==> src/hw/rtl/tpd_pkg.sv <==
// tpd_pkg: types, constants and register indexes for the touch press/tap detector
// used by every module under hw/rtl; no dependencies
package tpd_pkg;

  localparam int SCREEN_WIDTH  = 480;
  localparam int SCREEN_HEIGHT = 320;
  localparam int SCREEN_MAX    = (SCREEN_WIDTH > SCREEN_HEIGHT) ? SCREEN_WIDTH : SCREEN_HEIGHT;

  localparam int RAW_W      = 12;
  localparam int TIME_W     = 32;
  localparam int OUT_W      = 9;
  localparam int MS_W       = 16;
  localparam int RAD_W      = 8;
  localparam int CFG_IDX_W  = 3;
  localparam int CFG_DATA_W = 16;

  // quotient bits: the mapped coordinate before masking to the port width
  localparam int QW     = $clog2(SCREEN_MAX);
  localparam int NUM_W  = RAW_W + QW;
  localparam int CNT_W  = $clog2(QW + 1);
  localparam int SQ_W   = 2 * QW;
  localparam int CMP_W  = (SQ_W + 1 > 2 * RAD_W) ? SQ_W + 1 : 2 * RAD_W;
  localparam int QDEPTH = 2;

  typedef enum logic [CFG_IDX_W-1:0] {
    CFG_X_RAW_MIN     = 3'd0,
    CFG_X_RAW_MAX     = 3'd1,
    CFG_Y_RAW_MIN     = 3'd2,
    CFG_Y_RAW_MAX     = 3'd3,
    CFG_DEBOUNCE_MS   = 3'd4,
    CFG_HOLD_LIMIT_MS = 3'd5,
    CFG_TAP_RADIUS    = 3'd6
  } cfg_idx_t;

  typedef struct packed {
    logic              touched;
    logic [RAW_W-1:0]  raw_x;
    logic [RAW_W-1:0]  raw_y;
    logic [TIME_W-1:0] now_ms;
  } in_t;

  typedef struct packed {
    logic [OUT_W-1:0] screen_x;
    logic [OUT_W-1:0] screen_y;
    logic             held;
    logic             press_event;
    logic             release_event;
    logic             tap_event;
    logic [OUT_W-1:0] tap_x;
    logic [OUT_W-1:0] tap_y;
  } out_t;

  typedef struct packed {
    logic [RAW_W-1:0] x_raw_min;
    logic [RAW_W-1:0] x_raw_max;
    logic [RAW_W-1:0] y_raw_min;
    logic [RAW_W-1:0] y_raw_max;
    logic [MS_W-1:0]  debounce_ms;
    logic [MS_W-1:0]  hold_limit_ms;
    logic [RAD_W-1:0] tap_radius;
  } cfg_t;

  // one axis of a classified sample
  typedef struct packed {
    logic             zero;
    logic             sat;
    logic [RAW_W-1:0] den;
    logic [NUM_W-1:0] num;
  } axis_job_t;

  typedef struct packed {
    logic              touched;
    logic [TIME_W-1:0] now_ms;
    axis_job_t         ax_x;
    axis_job_t         ax_y;
  } job_t;

  typedef enum logic [1:0] {
    BK_IDLE,
    BK_LOAD,
    BK_DIV,
    BK_EMIT
  } back_state_t;

endpackage

==> src/hw/rtl/tpd_front.sv <==
// tpd_front: classifies one touch sample per axis and scales the raw offset
// depends on tpd_pkg
module tpd_front (
  input  tpd_pkg::in_t  in_req,
  input  tpd_pkg::cfg_t cfg,
  output tpd_pkg::job_t job
);

  function automatic tpd_pkg::axis_job_t classify(
    input logic [tpd_pkg::RAW_W-1:0] raw,
    input logic [tpd_pkg::RAW_W-1:0] lo,
    input logic [tpd_pkg::RAW_W-1:0] hi,
    input logic [tpd_pkg::NUM_W-1:0] size
  );
    tpd_pkg::axis_job_t a;
    logic [tpd_pkg::RAW_W-1:0] diff;
    diff   = raw - lo;
    a.zero = (hi <= lo) || (raw < lo);
    a.sat  = (raw >= hi);
    a.den  = hi - lo;
    a.num  = tpd_pkg::NUM_W'(diff) * size;
    return a;
  endfunction

  always_comb begin
    job.touched = in_req.touched;
    job.now_ms  = in_req.now_ms;
    job.ax_x    = classify(in_req.raw_x, cfg.x_raw_min, cfg.x_raw_max,
                           tpd_pkg::NUM_W'(tpd_pkg::SCREEN_WIDTH));
    job.ax_y    = classify(in_req.raw_y, cfg.y_raw_min, cfg.y_raw_max,
                           tpd_pkg::NUM_W'(tpd_pkg::SCREEN_HEIGHT));
  end

endmodule

==> src/hw/rtl/tpd_queue.sv <==
// tpd_queue: short fifo of classified samples between front and back
// depends on tpd_pkg
module tpd_queue (
  input  logic          clk,
  input  logic          rst_n,
  input  logic          push,
  input  tpd_pkg::job_t push_data,
  output logic          full,
  input  logic          pop,
  output logic          not_empty,
  output tpd_pkg::job_t head
);

  localparam int PW = (tpd_pkg::QDEPTH > 1) ? $clog2(tpd_pkg::QDEPTH) : 1;
  localparam int CW = $clog2(tpd_pkg::QDEPTH + 1);

  tpd_pkg::job_t mem_r [tpd_pkg::QDEPTH];
  logic [PW-1:0] wr_ptr_r, wr_ptr_nxt;
  logic [PW-1:0] rd_ptr_r, rd_ptr_nxt;
  logic [CW-1:0] count_r, count_nxt;

  function automatic logic [PW-1:0] ptr_inc(input logic [PW-1:0] p);
    return (p == PW'(tpd_pkg::QDEPTH - 1)) ? '0 : p + 1'b1;
  endfunction

  assign full      = (count_r == CW'(tpd_pkg::QDEPTH));
  assign not_empty = (count_r != '0);
  assign head      = mem_r[rd_ptr_r];

  always_comb begin
    wr_ptr_nxt = push ? ptr_inc(wr_ptr_r) : wr_ptr_r;
    rd_ptr_nxt = pop ? ptr_inc(rd_ptr_r) : rd_ptr_r;
    count_nxt  = count_r;
    if (push && !pop) begin
      count_nxt = count_r + 1'b1;
    end else if (pop && !push) begin
      count_nxt = count_r - 1'b1;
    end
  end

  always_ff @(posedge clk) begin
    if (!rst_n) begin
      wr_ptr_r <= '0;
      rd_ptr_r <= '0;
      count_r  <= '0;
    end else begin
      wr_ptr_r <= wr_ptr_nxt;
      rd_ptr_r <= rd_ptr_nxt;
      count_r  <= count_nxt;
    end
  end

  always_ff @(posedge clk) begin
    if (push) begin
      mem_r[wr_ptr_r] <= push_data;
    end
  end

endmodule

==> src/hw/rtl/tpd_back.sv <==
// tpd_back: serial divider, press/release/tap state and the result register
// depends on tpd_pkg
module tpd_back (
  input  logic          clk,
  input  logic          rst_n,
  input  tpd_pkg::cfg_t cfg,
  input  logic          q_not_empty,
  input  tpd_pkg::job_t q_head,
  output logic          q_pop,
  output logic          out_valid,
  input  logic          out_stall,
  output tpd_pkg::out_t out_data
);

  localparam logic [tpd_pkg::QW-1:0] X_LAST = tpd_pkg::QW'(tpd_pkg::SCREEN_WIDTH - 1);
  localparam logic [tpd_pkg::QW-1:0] Y_LAST = tpd_pkg::QW'(tpd_pkg::SCREEN_HEIGHT - 1);
  localparam logic [tpd_pkg::CNT_W-1:0] STEP_LAST = tpd_pkg::CNT_W'(tpd_pkg::QW - 1);

  tpd_pkg::back_state_t state_r, state_nxt;

  tpd_pkg::job_t ent_r, ent_nxt;
  logic axis_r, axis_nxt;
  logic [tpd_pkg::CNT_W-1:0] cnt_r, cnt_nxt;
  logic [tpd_pkg::RAW_W-1:0] rem_r, rem_nxt;
  logic [tpd_pkg::QW-1:0] quo_r, quo_nxt;
  logic [tpd_pkg::QW-1:0] res_x_r, res_x_nxt, res_y_r, res_y_nxt;

  logic pressed_r, pressed_nxt;
  logic [tpd_pkg::TIME_W-1:0] press_time_r, press_time_nxt;
  logic [tpd_pkg::TIME_W-1:0] release_time_r, release_time_nxt;
  logic [tpd_pkg::QW-1:0] cur_x_r, cur_x_nxt, cur_y_r, cur_y_nxt;
  logic [tpd_pkg::QW-1:0] start_x_r, start_x_nxt, start_y_r, start_y_nxt;
  logic [tpd_pkg::SQ_W-1:0] dxsq_r, dysq_r;
  logic [2*tpd_pkg::RAD_W-1:0] rsq_r;

  logic out_valid_r, out_valid_nxt;
  tpd_pkg::out_t out_data_r, out_data_nxt;

  tpd_pkg::axis_job_t ax;
  logic out_free;
  logic shortcut;
  logic [tpd_pkg::RAW_W:0] trial;
  logic qbit;
  logic [tpd_pkg::QW-1:0] quo_step;
  logic [tpd_pkg::QW-1:0] dx_abs, dy_abs;
  logic commit;
  logic press_go;
  logic tap_ok;

  assign ax       = axis_r ? ent_r.ax_y : ent_r.ax_x;
  assign out_free = !out_valid_r || !out_stall;
  assign shortcut = ax.zero || ax.sat;
  assign trial    = {rem_r, quo_r[tpd_pkg::QW-1]};
  assign qbit     = (trial >= {1'b0, ax.den});
  assign quo_step = tpd_pkg::QW'({quo_r, qbit});
  assign commit   = (state_r == tpd_pkg::BK_EMIT) && out_free;
  assign dx_abs   = (cur_x_r >= start_x_r) ? cur_x_r - start_x_r : start_x_r - cur_x_r;
  assign dy_abs   = (cur_y_r >= start_y_r) ? cur_y_r - start_y_r : start_y_r - cur_y_r;
  assign press_go = !pressed_r &&
                    ((ent_r.now_ms - release_time_r) >= tpd_pkg::TIME_W'(cfg.debounce_ms));
  assign tap_ok   = ((ent_r.now_ms - press_time_r) < tpd_pkg::TIME_W'(cfg.hold_limit_ms)) &&
                    ((tpd_pkg::CMP_W'(dxsq_r) + tpd_pkg::CMP_W'(dysq_r)) <
                     tpd_pkg::CMP_W'(rsq_r));
  assign q_pop     = (state_r == tpd_pkg::BK_IDLE) && q_not_empty;
  assign out_valid = out_valid_r;
  assign out_data  = out_data_r;

  // next state
  always_comb begin
    state_nxt = state_r;
    case (state_r)
      tpd_pkg::BK_IDLE: begin
        if (q_not_empty) begin
          state_nxt = q_head.touched ? tpd_pkg::BK_LOAD : tpd_pkg::BK_EMIT;
        end
      end
      tpd_pkg::BK_LOAD: begin
        if (!shortcut) begin
          state_nxt = tpd_pkg::BK_DIV;
        end else if (axis_r) begin
          state_nxt = tpd_pkg::BK_EMIT;
        end
      end
      tpd_pkg::BK_DIV: begin
        if (cnt_r == STEP_LAST) begin
          state_nxt = axis_r ? tpd_pkg::BK_EMIT : tpd_pkg::BK_LOAD;
        end
      end
      tpd_pkg::BK_EMIT: begin
        if (out_free) begin
          state_nxt = tpd_pkg::BK_IDLE;
        end
      end
      default: state_nxt = tpd_pkg::BK_IDLE;
    endcase
  end

  // datapath and outputs
  always_comb begin
    ent_nxt          = ent_r;
    axis_nxt         = axis_r;
    cnt_nxt          = cnt_r;
    rem_nxt          = rem_r;
    quo_nxt          = quo_r;
    res_x_nxt        = res_x_r;
    res_y_nxt        = res_y_r;
    pressed_nxt      = pressed_r;
    press_time_nxt   = press_time_r;
    release_time_nxt = release_time_r;
    cur_x_nxt        = cur_x_r;
    cur_y_nxt        = cur_y_r;
    start_x_nxt      = start_x_r;
    start_y_nxt      = start_y_r;
    out_valid_nxt    = out_valid_r && out_stall;
    out_data_nxt     = out_data_r;
    case (state_r)
      tpd_pkg::BK_IDLE: begin
        if (q_not_empty) begin
          ent_nxt  = q_head;
          axis_nxt = 1'b0;
        end
      end
      tpd_pkg::BK_LOAD: begin
        cnt_nxt = '0;
        rem_nxt = ax.num[tpd_pkg::NUM_W-1:tpd_pkg::QW];
        quo_nxt = ax.num[tpd_pkg::QW-1:0];
        if (shortcut) begin
          if (axis_r) begin
            res_y_nxt = ax.zero ? '0 : Y_LAST;
          end else begin
            res_x_nxt = ax.zero ? '0 : X_LAST;
          end
          axis_nxt = 1'b1;
        end
      end
      tpd_pkg::BK_DIV: begin
        cnt_nxt = cnt_r + 1'b1;
        rem_nxt = qbit ? tpd_pkg::RAW_W'(trial - {1'b0, ax.den})
                       : tpd_pkg::RAW_W'(trial);
        quo_nxt = quo_step;
        if (cnt_r == STEP_LAST) begin
          if (axis_r) begin
            res_y_nxt = quo_step;
          end else begin
            res_x_nxt = quo_step;
          end
          axis_nxt = 1'b1;
        end
      end
      tpd_pkg::BK_EMIT: begin
        if (commit) begin
          out_valid_nxt              = 1'b1;
          out_data_nxt.press_event   = 1'b0;
          out_data_nxt.release_event = 1'b0;
          out_data_nxt.tap_event     = 1'b0;
          out_data_nxt.tap_x         = '0;
          out_data_nxt.tap_y         = '0;
          if (ent_r.touched) begin
            cur_x_nxt = res_x_r;
            cur_y_nxt = res_y_r;
            if (press_go) begin
              pressed_nxt              = 1'b1;
              press_time_nxt           = ent_r.now_ms;
              start_x_nxt              = res_x_r;
              start_y_nxt              = res_y_r;
              out_data_nxt.press_event = 1'b1;
            end
          end else if (pressed_r) begin
            pressed_nxt                = 1'b0;
            release_time_nxt           = ent_r.now_ms;
            out_data_nxt.release_event = 1'b1;
            if (tap_ok) begin
              out_data_nxt.tap_event = 1'b1;
              out_data_nxt.tap_x     = tpd_pkg::OUT_W'(start_x_r);
              out_data_nxt.tap_y     = tpd_pkg::OUT_W'(start_y_r);
            end
          end
          out_data_nxt.screen_x = tpd_pkg::OUT_W'(cur_x_nxt);
          out_data_nxt.screen_y = tpd_pkg::OUT_W'(cur_y_nxt);
          out_data_nxt.held     = pressed_nxt;
        end
      end
      default: begin
        out_valid_nxt = out_valid_r && out_stall;
      end
    endcase
  end

  always_ff @(posedge clk) begin
    if (!rst_n) begin
      state_r        <= tpd_pkg::BK_IDLE;
      axis_r         <= 1'b0;
      cnt_r          <= '0;
      pressed_r      <= 1'b0;
      press_time_r   <= '0;
      release_time_r <= '0;
      cur_x_r        <= '0;
      cur_y_r        <= '0;
      start_x_r      <= '0;
      start_y_r      <= '0;
      out_valid_r    <= 1'b0;
    end else begin
      state_r        <= state_nxt;
      axis_r         <= axis_nxt;
      cnt_r          <= cnt_nxt;
      pressed_r      <= pressed_nxt;
      press_time_r   <= press_time_nxt;
      release_time_r <= release_time_nxt;
      cur_x_r        <= cur_x_nxt;
      cur_y_r        <= cur_y_nxt;
      start_x_r      <= start_x_nxt;
      start_y_r      <= start_y_nxt;
      out_valid_r    <= out_valid_nxt;
    end
  end

  // payload and precomputed squares, no reset needed
  always_ff @(posedge clk) begin
    ent_r      <= ent_nxt;
    rem_r      <= rem_nxt;
    quo_r      <= quo_nxt;
    res_x_r    <= res_x_nxt;
    res_y_r    <= res_y_nxt;
    out_data_r <= out_data_nxt;
    dxsq_r     <= tpd_pkg::SQ_W'(dx_abs) * tpd_pkg::SQ_W'(dx_abs);
    dysq_r     <= tpd_pkg::SQ_W'(dy_abs) * tpd_pkg::SQ_W'(dy_abs);
    rsq_r      <= (2 * tpd_pkg::RAD_W)'(cfg.tap_radius) *
                  (2 * tpd_pkg::RAD_W)'(cfg.tap_radius);
  end

`ifndef SYNTHESIS
  a_div_rem_below_den: assert property (@(posedge clk) disable iff (!rst_n)
    (state_r == tpd_pkg::BK_DIV) |-> (rem_r < ax.den))
    else $error("divider remainder not below divisor");

  a_tap_needs_release: assert property (@(posedge clk) disable iff (!rst_n)
    out_valid_r |-> (!out_data_r.tap_event || out_data_r.release_event))
    else $error("tap without release");

  a_press_sets_held: assert property (@(posedge clk) disable iff (!rst_n)
    (out_valid_r && out_data_r.press_event) |->
    (out_data_r.held && !out_data_r.release_event))
    else $error("press event without held state");

  a_commit_pressed: assert property (@(posedge clk) disable iff (!rst_n)
    (commit && ent_r.touched && press_go) |=> (pressed_r && out_valid_r))
    else $error("accepted press not recorded");

  a_pop_only_idle: assert property (@(posedge clk) disable iff (!rst_n)
    q_pop |=> (state_r == tpd_pkg::BK_LOAD || state_r == tpd_pkg::BK_EMIT))
    else $error("pop did not start work");
`endif

endmodule

==> src/hw/rtl/touch_press_tap_detector.sv <==
// touch_press_tap_detector: top level with configuration registers, front, queue and back
// depends on tpd_pkg, tpd_front, tpd_queue, tpd_back
//
// One touch sample in, one result out. In the back end a touched sample takes two axis
// divisions of 9 iterations each on one shared restoring divider, plus the load and
// emit states; an axis whose raw reading is below min, at or above max, or whose
// calibration is degenerate skips its division. An untouched sample goes straight
// to the emit state. A two-entry queue lets the front take samples while the back is busy
// or its result waits. Registers are written with cfg_valid/cfg_ready (always ready)
// and must only change while the block is idle.
module touch_press_tap_detector (
  input  logic                           clk,
  input  logic                           rst_n,
  input  logic                           in_valid,
  output logic                           in_stall,
  input  tpd_pkg::in_t                   in_data,
  output logic                           out_valid,
  input  logic                           out_stall,
  output tpd_pkg::out_t                  out_data,
  input  logic                           cfg_valid,
  output logic                           cfg_ready,
  input  logic [tpd_pkg::CFG_IDX_W-1:0]  cfg_index,
  input  logic [tpd_pkg::CFG_DATA_W-1:0] cfg_data
);

  tpd_pkg::cfg_t cfg_r, cfg_nxt;
  tpd_pkg::job_t front_job;
  tpd_pkg::job_t q_head;
  logic q_full;
  logic q_not_empty;
  logic q_pop;
  logic in_accept;

  assign cfg_ready = 1'b1;
  assign in_stall  = q_full;
  assign in_accept = in_valid && !q_full;

  always_comb begin
    cfg_nxt = cfg_r;
    if (cfg_valid) begin
      case (tpd_pkg::cfg_idx_t'(cfg_index))
        tpd_pkg::CFG_X_RAW_MIN:     cfg_nxt.x_raw_min     = tpd_pkg::RAW_W'(cfg_data);
        tpd_pkg::CFG_X_RAW_MAX:     cfg_nxt.x_raw_max     = tpd_pkg::RAW_W'(cfg_data);
        tpd_pkg::CFG_Y_RAW_MIN:     cfg_nxt.y_raw_min     = tpd_pkg::RAW_W'(cfg_data);
        tpd_pkg::CFG_Y_RAW_MAX:     cfg_nxt.y_raw_max     = tpd_pkg::RAW_W'(cfg_data);
        tpd_pkg::CFG_DEBOUNCE_MS:   cfg_nxt.debounce_ms   = tpd_pkg::MS_W'(cfg_data);
        tpd_pkg::CFG_HOLD_LIMIT_MS: cfg_nxt.hold_limit_ms = tpd_pkg::MS_W'(cfg_data);
        tpd_pkg::CFG_TAP_RADIUS:    cfg_nxt.tap_radius    = tpd_pkg::RAD_W'(cfg_data);
        default:                    cfg_nxt = cfg_r;
      endcase
    end
  end

  always_ff @(posedge clk) begin
    if (!rst_n) begin
      cfg_r.x_raw_min     <= tpd_pkg::RAW_W'(320);
      cfg_r.x_raw_max     <= tpd_pkg::RAW_W'(3900);
      cfg_r.y_raw_min     <= tpd_pkg::RAW_W'(240);
      cfg_r.y_raw_max     <= tpd_pkg::RAW_W'(3800);
      cfg_r.debounce_ms   <= tpd_pkg::MS_W'(50);
      cfg_r.hold_limit_ms <= tpd_pkg::MS_W'(600);
      cfg_r.tap_radius    <= tpd_pkg::RAD_W'(20);
    end else begin
      cfg_r <= cfg_nxt;
    end
  end

  tpd_front u_front (
    .in_req (in_data),
    .cfg    (cfg_r),
    .job    (front_job)
  );

  tpd_queue u_queue (
    .clk       (clk),
    .rst_n     (rst_n),
    .push      (in_accept),
    .push_data (front_job),
    .full      (q_full),
    .pop       (q_pop),
    .not_empty (q_not_empty),
    .head      (q_head)
  );

  tpd_back u_back (
    .clk         (clk),
    .rst_n       (rst_n),
    .cfg         (cfg_r),
    .q_not_empty (q_not_empty),
    .q_head      (q_head),
    .q_pop       (q_pop),
    .out_valid   (out_valid),
    .out_stall   (out_stall),
    .out_data    (out_data)
  );

endmodule

==> config.mk <==
export PLATFORM = sky130hd
export DESIGN_NAME = touch_press_tap_detector
export DESIGN_NICKNAME = d
export VERILOG_FILES = /design/src/hw/rtl/tpd_pkg.sv /design/src/hw/rtl/tpd_front.sv /design/src/hw/rtl/tpd_queue.sv /design/src/hw/rtl/tpd_back.sv /design/src/hw/rtl/touch_press_tap_detector.sv
export SDC_FILE = /design/constraint.sdc
export NUM_CORES = 2
export LEC_CHECK = 0
export BUFFER_PORTS_ARGS = -buffer_cell sky130_fd_sc_hd__buf_2
export CORE_ASPECT_RATIO = 0.6
export CORE_UTILIZATION = 64
export DETAILED_ROUTE_END_ITERATION = 8
export GPL_TIMING_DRIVEN = 0
export PLACE_DENSITY_LB_ADDON = 0.15
export SYNTH_ARGS = -nofsm -noshare
export SYNTH_HDL_FRONTEND = slang
export SYNTH_SLANG_ARGS = --single-unit
==> constraint.sdc <==
create_clock -name clk -period 9.5 [get_ports clk]
set_input_delay 0.475 -clock clk [delete_from_list [all_inputs] [get_ports clk]]
set_output_delay 0.475 -clock clk [all_outputs]
set_load 0.01 [all_outputs]
Yosys cells after proc, flatten, opt, wreduce, memory -nomap -nowiden. Memory sizes are Yosys's and may differ from the RTL's. A register that Yosys moved wholly into a read port is not among the register bits. Cells that the tools add are included.

Register bits: 435. RAM bits: 184. Bits of input ports: 81. Output and inout port bits: 43. Word-level logic and storage cells: 193. Memories kept: 1.

Add/subtract/negate cells: 17. $mul: 5. Order comparisons: 12. Equal/unequal tests: 20. Mux-type cells: 48. Bitwise operators: 3. Reductions and logical operators: 41.

Memories: u_queue.mem_r (depth 2, width 92, read ports 1, clocked after memory_dff 1, wr ports 1, line tpd_queue.sv:17) `tpd_pkg::job_t mem_r [tpd_pkg::QDEPTH];`.

Operators by type and width (number): $mux 9 (14); $sub 32x32->32 (2); $sub 12x12->12 (5); $pmux 9 s2 (3); $mul 9x9->18 (2); $sub 9x9->9 (4); $mux 35 (1); $ge 32x16->1 (1); $lt 32x16->1 (1); $ge 12x12->1 (2); $le 12x12->1 (2); $lt 12x12->1 (2); $pmux 12 s2 (1); $mux 20 (1); $add 18x18->19 (1); $lt 19x16->1 (1); $mux 19 (1); $ge 9x9->1 (2); $mux 2 (9); $reduce_and 2->1 (9); $mul 12x4->16 const B (1); $mul 8x8->16 (1); $reduce_and 4->1 (4); $mul 12x3->15 const B (1); 30 further kinds (75).

Longest topological paths before layout.
Word-level depth: 7. Mapped depth: 33. Depth with buffers taken out: 31.

Cells and area by module. Synthesis repeated with hierarchy kept, for this count alone.

Cell total of the unflattened synthesis: 3959. Area, all modules: 40706.5 sq um.

Modules (own cells, without submodules): tpd_back (instances 1, cells an instance 2680, area each 24908.9 sq um, sequential area each 8628.3 sq um); tpd_queue (instances 1, cells an instance 342, area each 7666.1 sq um, sequential area each 6286.0 sq um); tpd_front (instances 1, cells an instance 602, area each 4668.2 sq um, sequential area each 0.0 sq um); touch_press_tap_detector (instances 1, cells an instance 335, area each 3463.3 sq um, sequential area each 1761.7 sq um).

Least setup slack after synthesis. No wires, ideal clock.

Kind: reg2reg. From: register u_back.start_y_r[0] (netlist name). To: register u_back.dysq_r[14] (netlist name). Library setup time: 0.072 ns. Arrival time: 6.973 ns. Required time: 9.428 ns. Slack: 2.455 ns. Stages on the path, launching flop included: 32. Buffers on the path: 3. Period minus slack after synthesis: 7.045 ns. Cells stage by stage: dfxtp_1 -> inv_1 -> ha_1 -> clkbuf_1 -> nand2b_1 -> a211oi_1 -> o21bai_1 -> a21bo_1 -> buf_2 -> mux2_2 -> a21o_1 -> a2111oi_0 -> nor3b_1 -> nand2b_1 -> clkbuf_1 -> nand2b_1 -> fa_1 -> inv_1 -> fa_1 -> inv_1 -> fa_1 -> fa_1 -> inv_1 -> ha_1 -> a21boi_0 -> o21ai_0 -> a21boi_0 -> o21a_1 -> nor2_1 -> a2bb2oi_1 -> nor2b_1 -> xnor2_1.

Longest elaborated chain between the ends: 3. Elaborated cells between the ends (all ways): 5. Classes of those cells: 2 x add/sub; 1 x mul; 1 x order compare; 1 x mux.

RTL lines: start: declaration (line tpd_back.sv:32) `logic [tpd_pkg::QW-1:0] start_x_r, start_x_nxt, start_y_r, start_y_nxt;`; start signal: assignment (line tpd_back.sv:212) `start_y_r <= start_y_nxt;`; $sub 9x9->9 or $ge 9x9->1 (tied branches) (line tpd_back.sv:58) `assign dy_abs = (cur_y_r >= start_y_r) ? cur_y_r - start_y_r : start_y_r - cur_y_r;`; $mux 9 (*) (line tpd_back.sv:58); $mul 9x9->18 (*) (line tpd_back.sv:226) `dysq_r <= tpd_pkg::SQ_W'(dy_abs) * tpd_pkg::SQ_W'(dy_abs);`; end signal: assignment (line tpd_back.sv:226); end: declaration (line tpd_back.sv:33) `logic [tpd_pkg::SQ_W-1:0] dxsq_r, dysq_r;`.

Every way passes the cells marked *; elsewhere a longest branch is shown, timed or not. A chain may end at the register's enable or synchronous reset.

Worst setup path after layout.
From: register u_back.start_x_r[0] (netlist name). To: register u_back.dxsq_r[17] (netlist name).

Longest elaborated chain between the ends: 3. Elaborated cells between the ends (all ways): 5. Classes of those cells: 2 x add/sub; 1 x mul; 1 x order compare; 1 x mux.

RTL lines: start: declaration (line tpd_back.sv:32); start signal: assignment (line tpd_back.sv:211) `start_x_r <= start_x_nxt;`; $sub 9x9->9 or $ge 9x9->1 (tied branches) (line tpd_back.sv:57) `assign dx_abs = (cur_x_r >= start_x_r) ? cur_x_r - start_x_r : start_x_r - cur_x_r;`; $mux 9 (*) (line tpd_back.sv:57); $mul 9x9->18 (*) (line tpd_back.sv:225) `dxsq_r <= tpd_pkg::SQ_W'(dx_abs) * tpd_pkg::SQ_W'(dx_abs);`; end signal: assignment (line tpd_back.sv:225); end: declaration (line tpd_back.sv:33).

Marked as above.

==> impl_metrics.py <==
metrics = {
    "detailed_routing": {
        "route.detailed.drc": 0,
        "route.vias.total": 28600,
        "post_drt_wl_per_cell_um": 19.7,
        "drt-total-wl_um": 96800,
        "drtPass1Iterations": 6,
        "viasPerCell": 5.81,
        "drtIter0Drc": 2857,
        "detail-route-antenna-nets": 0,
    },
    "clock_tree": {
        "cts_buffers": 55,
        "cts-root-buf": "clkbuf_16",
        "cts_max_path_buffers": 3,
        "cts_hold_buf": 6,
        "cts.htree.levels": 2,
        "cts_tree": "done",
        "cts_sinks": 606,
        "worst_skew_pair.late_latency_ns": 0.64,
        "clk_pin_slew_ns": 0.07,
        "cts_setup_buffers": 0,
        "ctsResizeCount": 0,
    },
    "floorplan": {
        "die_w_um": 319,
        "ioPinCount": 124,
        "die_h_um": 192,
        "rows": 69,
        "core_um2": 59300,
        "die-area_um2": 61200,
        "start_util_pct": 64.9,
    },
    "sta": {
        "max_clock_freq_mhz": 119,
        "drv_slew": 11,
        "rsz0062_at_grt": "false",
        "setup_violations": 0,
        "slew_headroom_pct": -3.30,
        "hold_viol_final": 0,
        "min_period_ns": 8.38,
        "setup_tns_ns": 0,
        "tightest_slew_ns": 1.51,
        "post-route-period-util_pct": 88.2,
        "clock_skew_ns": 0.0262,
    },
    "placement": {
        "dpl.hpwl_um": 73900,
        "dpl_cell_area_um2": 40200,
        "place.gp.congestion": 0.952,
        "port_buffers": 119,
    },
    "final_layout": {
        "final_cell_mix": "nand2_1, inv_1, ha_1",
        "layout_commonest_cell": "nand2_1",
        "layout-drive-gt1-share_pct": 9.24,
        "nFillCells": 4442,
        "post-route-util_pct": 71.1,
        "diodes": 0,
        "area_growth_pct": 9.57,
        "fin_area_um2": 42200,
        "final_nets": 4685,
    },
    "worst_setup_path": {
        "worstSetupPathType": "flop to flop",
        "rr_worst_depth": 27,
        "critPathMaxFanout": 9,
        "r2r-end": "u_back.dxsq_r[17]$_DFF_P_",
        "cp.arrival_ns": 8.89,
        "worstPathRequired_ns": 10.01,
        "r2r_start": "u_back.start_x_r[0]$_SDFFE_PN0P_",
        "reg2reg_slack_ns": 1.12,
        "end_kind": "flop",
        "startpoint_type": "flop",
    },
    "yosys": {
        "yosysUniqueCellTypes": 90,
        "syn_area_um2": 38500,
        "synth_edf_count": 355,
        "synthCells": 3907,
        "yosysSeqAreaShare_pct": 40.7,
        "async_flop_share_pct": 0,
        "synth_area_per_cell_um2": 9.86,
        "ys_ff_latch": 606,
        "synthFlopType": "edfxtp_1",
        "synthesis.nets": 4496,
        "yosys_warnings": 0,
    },
    "min_path": {
        "hold_depth": 1,
        "min_path_type": "input port to flop",
        "hold_path_end": "u_queue.mem_r[0][60]$_DFFE_PP_",
        "hp-start": "in_data[1]",
    },
    "pwr": {
        "power_w": 0.0115,
        "p_per_area_nw_per_um2": 272,
        "ir_worst_vdd_v": 0.000183,
        "p_leak_nw": 17.4,
    },
    "global_route": {
        "antenna_found_initial": 1,
        "track_usage_pct": 31.9,
        "grt_max_degree": 58,
        "grt_pass1_vias": 27000,
        "grt-ovfl-total": 0,
        "grt_pass1_wl_um": 150000,
    },
    "outcome": {
        "violations": "capacitance limit, slew limit",
        "outcome": "finished, violations left",
    },
    "flow_run": {
        "maxCapViolations": 1,
    },
}
-- routing by layer --
layer  up-vias  routed length (um)  track usage [%]
met3       122               11500             8.81
met2      1124               37900             44.4
li1      13800                   -                -
met5         -                  13                0
met4         2                1960             7.77
met1     13600               45400             48.5
-- logic make-up (layout without fill, tap and decap cells) --
kind of cell	count (synthesis)	after routing	share of synthesized area, %
compound gates	750	750	12.4
xor+xnor	169	169	3.84
fa+ha+maj	508	508	19.0
buf+inv	602	838	6.07
flops	606	606	40.7
mux	187	187	5.20
other cells	1	1	0.00974
simple gates	1084	1084	12.8
-- cells in the mapped netlist, types with 14 or more instances --
cell type	count	area [um^2]
xnor2_1	110	963
o21bai_1	38	285
and2_1	25	156
mux2_2	104	1170
edfxtp_1	355	10700
a21o_1	70	526
nor4b_1	20	175
nor2_1	192	721
o211ai_1	42	315
ha_1	380	4750
a21boi_0	18	135
a31oi_1	23	144
or2_2	17	106
o21a_1	25	188
nor2b_1	55	344
and3_1	14	87.6
nor3_1	45	225
mux2i_1	82	821
nand3_1	34	170
xor2_1	59	517
clkbuf_1	104	390
a21oi_1	276	1380
dfxtp_1	251	5020
nand2_1	566	2120
nand4_1	30	188
nand2b_1	41	257
inv_1	464	1740
o21ai_0	120	601
a211oi_1	36	270
fa_1	128	2560
-- sequential cells by signal, indices dropped and copies added, names as in the netlist, 17 cells and up, named ones only --
signal / cells
cfg_r: 88
u_back.dxsq_r: 17
u_back.dysq_r: 17
u_back.ent_r: 92
u_back.out_data: 40
u_back.press_time_r: 32
u_back.release_time_r: 32
u_queue.mem_r: 184
-- power by group --
| group | internal [W] | total, W | switching (W) |
|---|---|---|---|
| Sequential | 0.00362 | 0.00396 | 0.000345 |
| Clock | 0.00129 | 0.00236 | 0.00107 |
| Combinational | 0.00194 | 0.00514 | 0.00320 |
-- worst max-delay path, cell delays in order, from the launching register on --
cell	delay, ns
dfxtp_1	0.39
inv_1	0.07
ha_1	0.29
buf_2	0.19
nand2b_1	0.16
a21o_1	0.19
a21oi_1	0.26
o211ai_1	0.30
nand2_1	0.37
mux2_2	0.41
o2111a_1	0.25
a211oi_1	1.04
nor2_1	0.16
ha_1	0.36
inv_1	0.14
xnor2_1	0.12
fa_1	0.54
inv_1	0.06
fa_1	0.50
fa_1	0.49
ha_1	0.35
a21oi_1	0.34
nor2b_1	0.12
o2111ai_1	0.20
nand3_1	0.14
o41ai_1	0.47
o21ai_0	0.20
xor2_1	0.17
-- per-stage QoR --
stage / std cells / setup WS [ns] / hold slack [ns]
final: 4924 / 1.12 / 0.0184
after global placement: 4807 / 1.46 / 0.386
after global routing: 4924 / 0.523 / 0.00840
after floorplan: 3907 / 2.45 / 0.329
after CTS: 4924 / 1.28 / 0.000697
after detailed placement: 4814 / 1.31 / 0.384
-- how the worst max path moves through the flow --
stage,from,to,slack [ns],cells after the start
2_1_floorplan,u_back.start_y_r[0]$_SDFFE_PN0P_,u_back.dysq_r[14]$_DFF_P_,2.45,31
3_3_place_gp,u_back.start_x_r[0]$_SDFFE_PN0P_,u_back.dxsq_r[17]$_DFF_P_,1.46,29
3_5_place_dp,u_back.start_x_r[0]$_SDFFE_PN0P_,u_back.dxsq_r[17]$_DFF_P_,1.31,29
4_1_cts,u_back.start_x_r[0]$_SDFFE_PN0P_,u_back.dxsq_r[17]$_DFF_P_,1.28,29
5_1_grt,u_back.start_x_r[0]$_SDFFE_PN0P_,u_back.dxsq_r[17]$_DFF_P_,0.52,29
6_report,u_back.start_x_r[0]$_SDFFE_PN0P_,u_back.dxsq_r[17]$_DFF_P_,1.12,27
-- final cells by class --
| cell class | instances | area, um^2 | share of cell area (%) |
|---|---|---|---|
| multi-input combinational | 2699 | 20500 | 48.6 |
| inverter | 467 | 1760 | 4.16 |
| sequential | 606 | 15700 | 37.2 |
| clock buffer | 62 | 1430 | 3.40 |
| buffer | 135 | 587 | 1.39 |
| clock inverter | 42 | 453 | 1.07 |
| tap | 781 | 977 | 2.32 |
| timing repair buffer | 132 | 798 | 1.89 |
(Power assumes the default switching activity.)
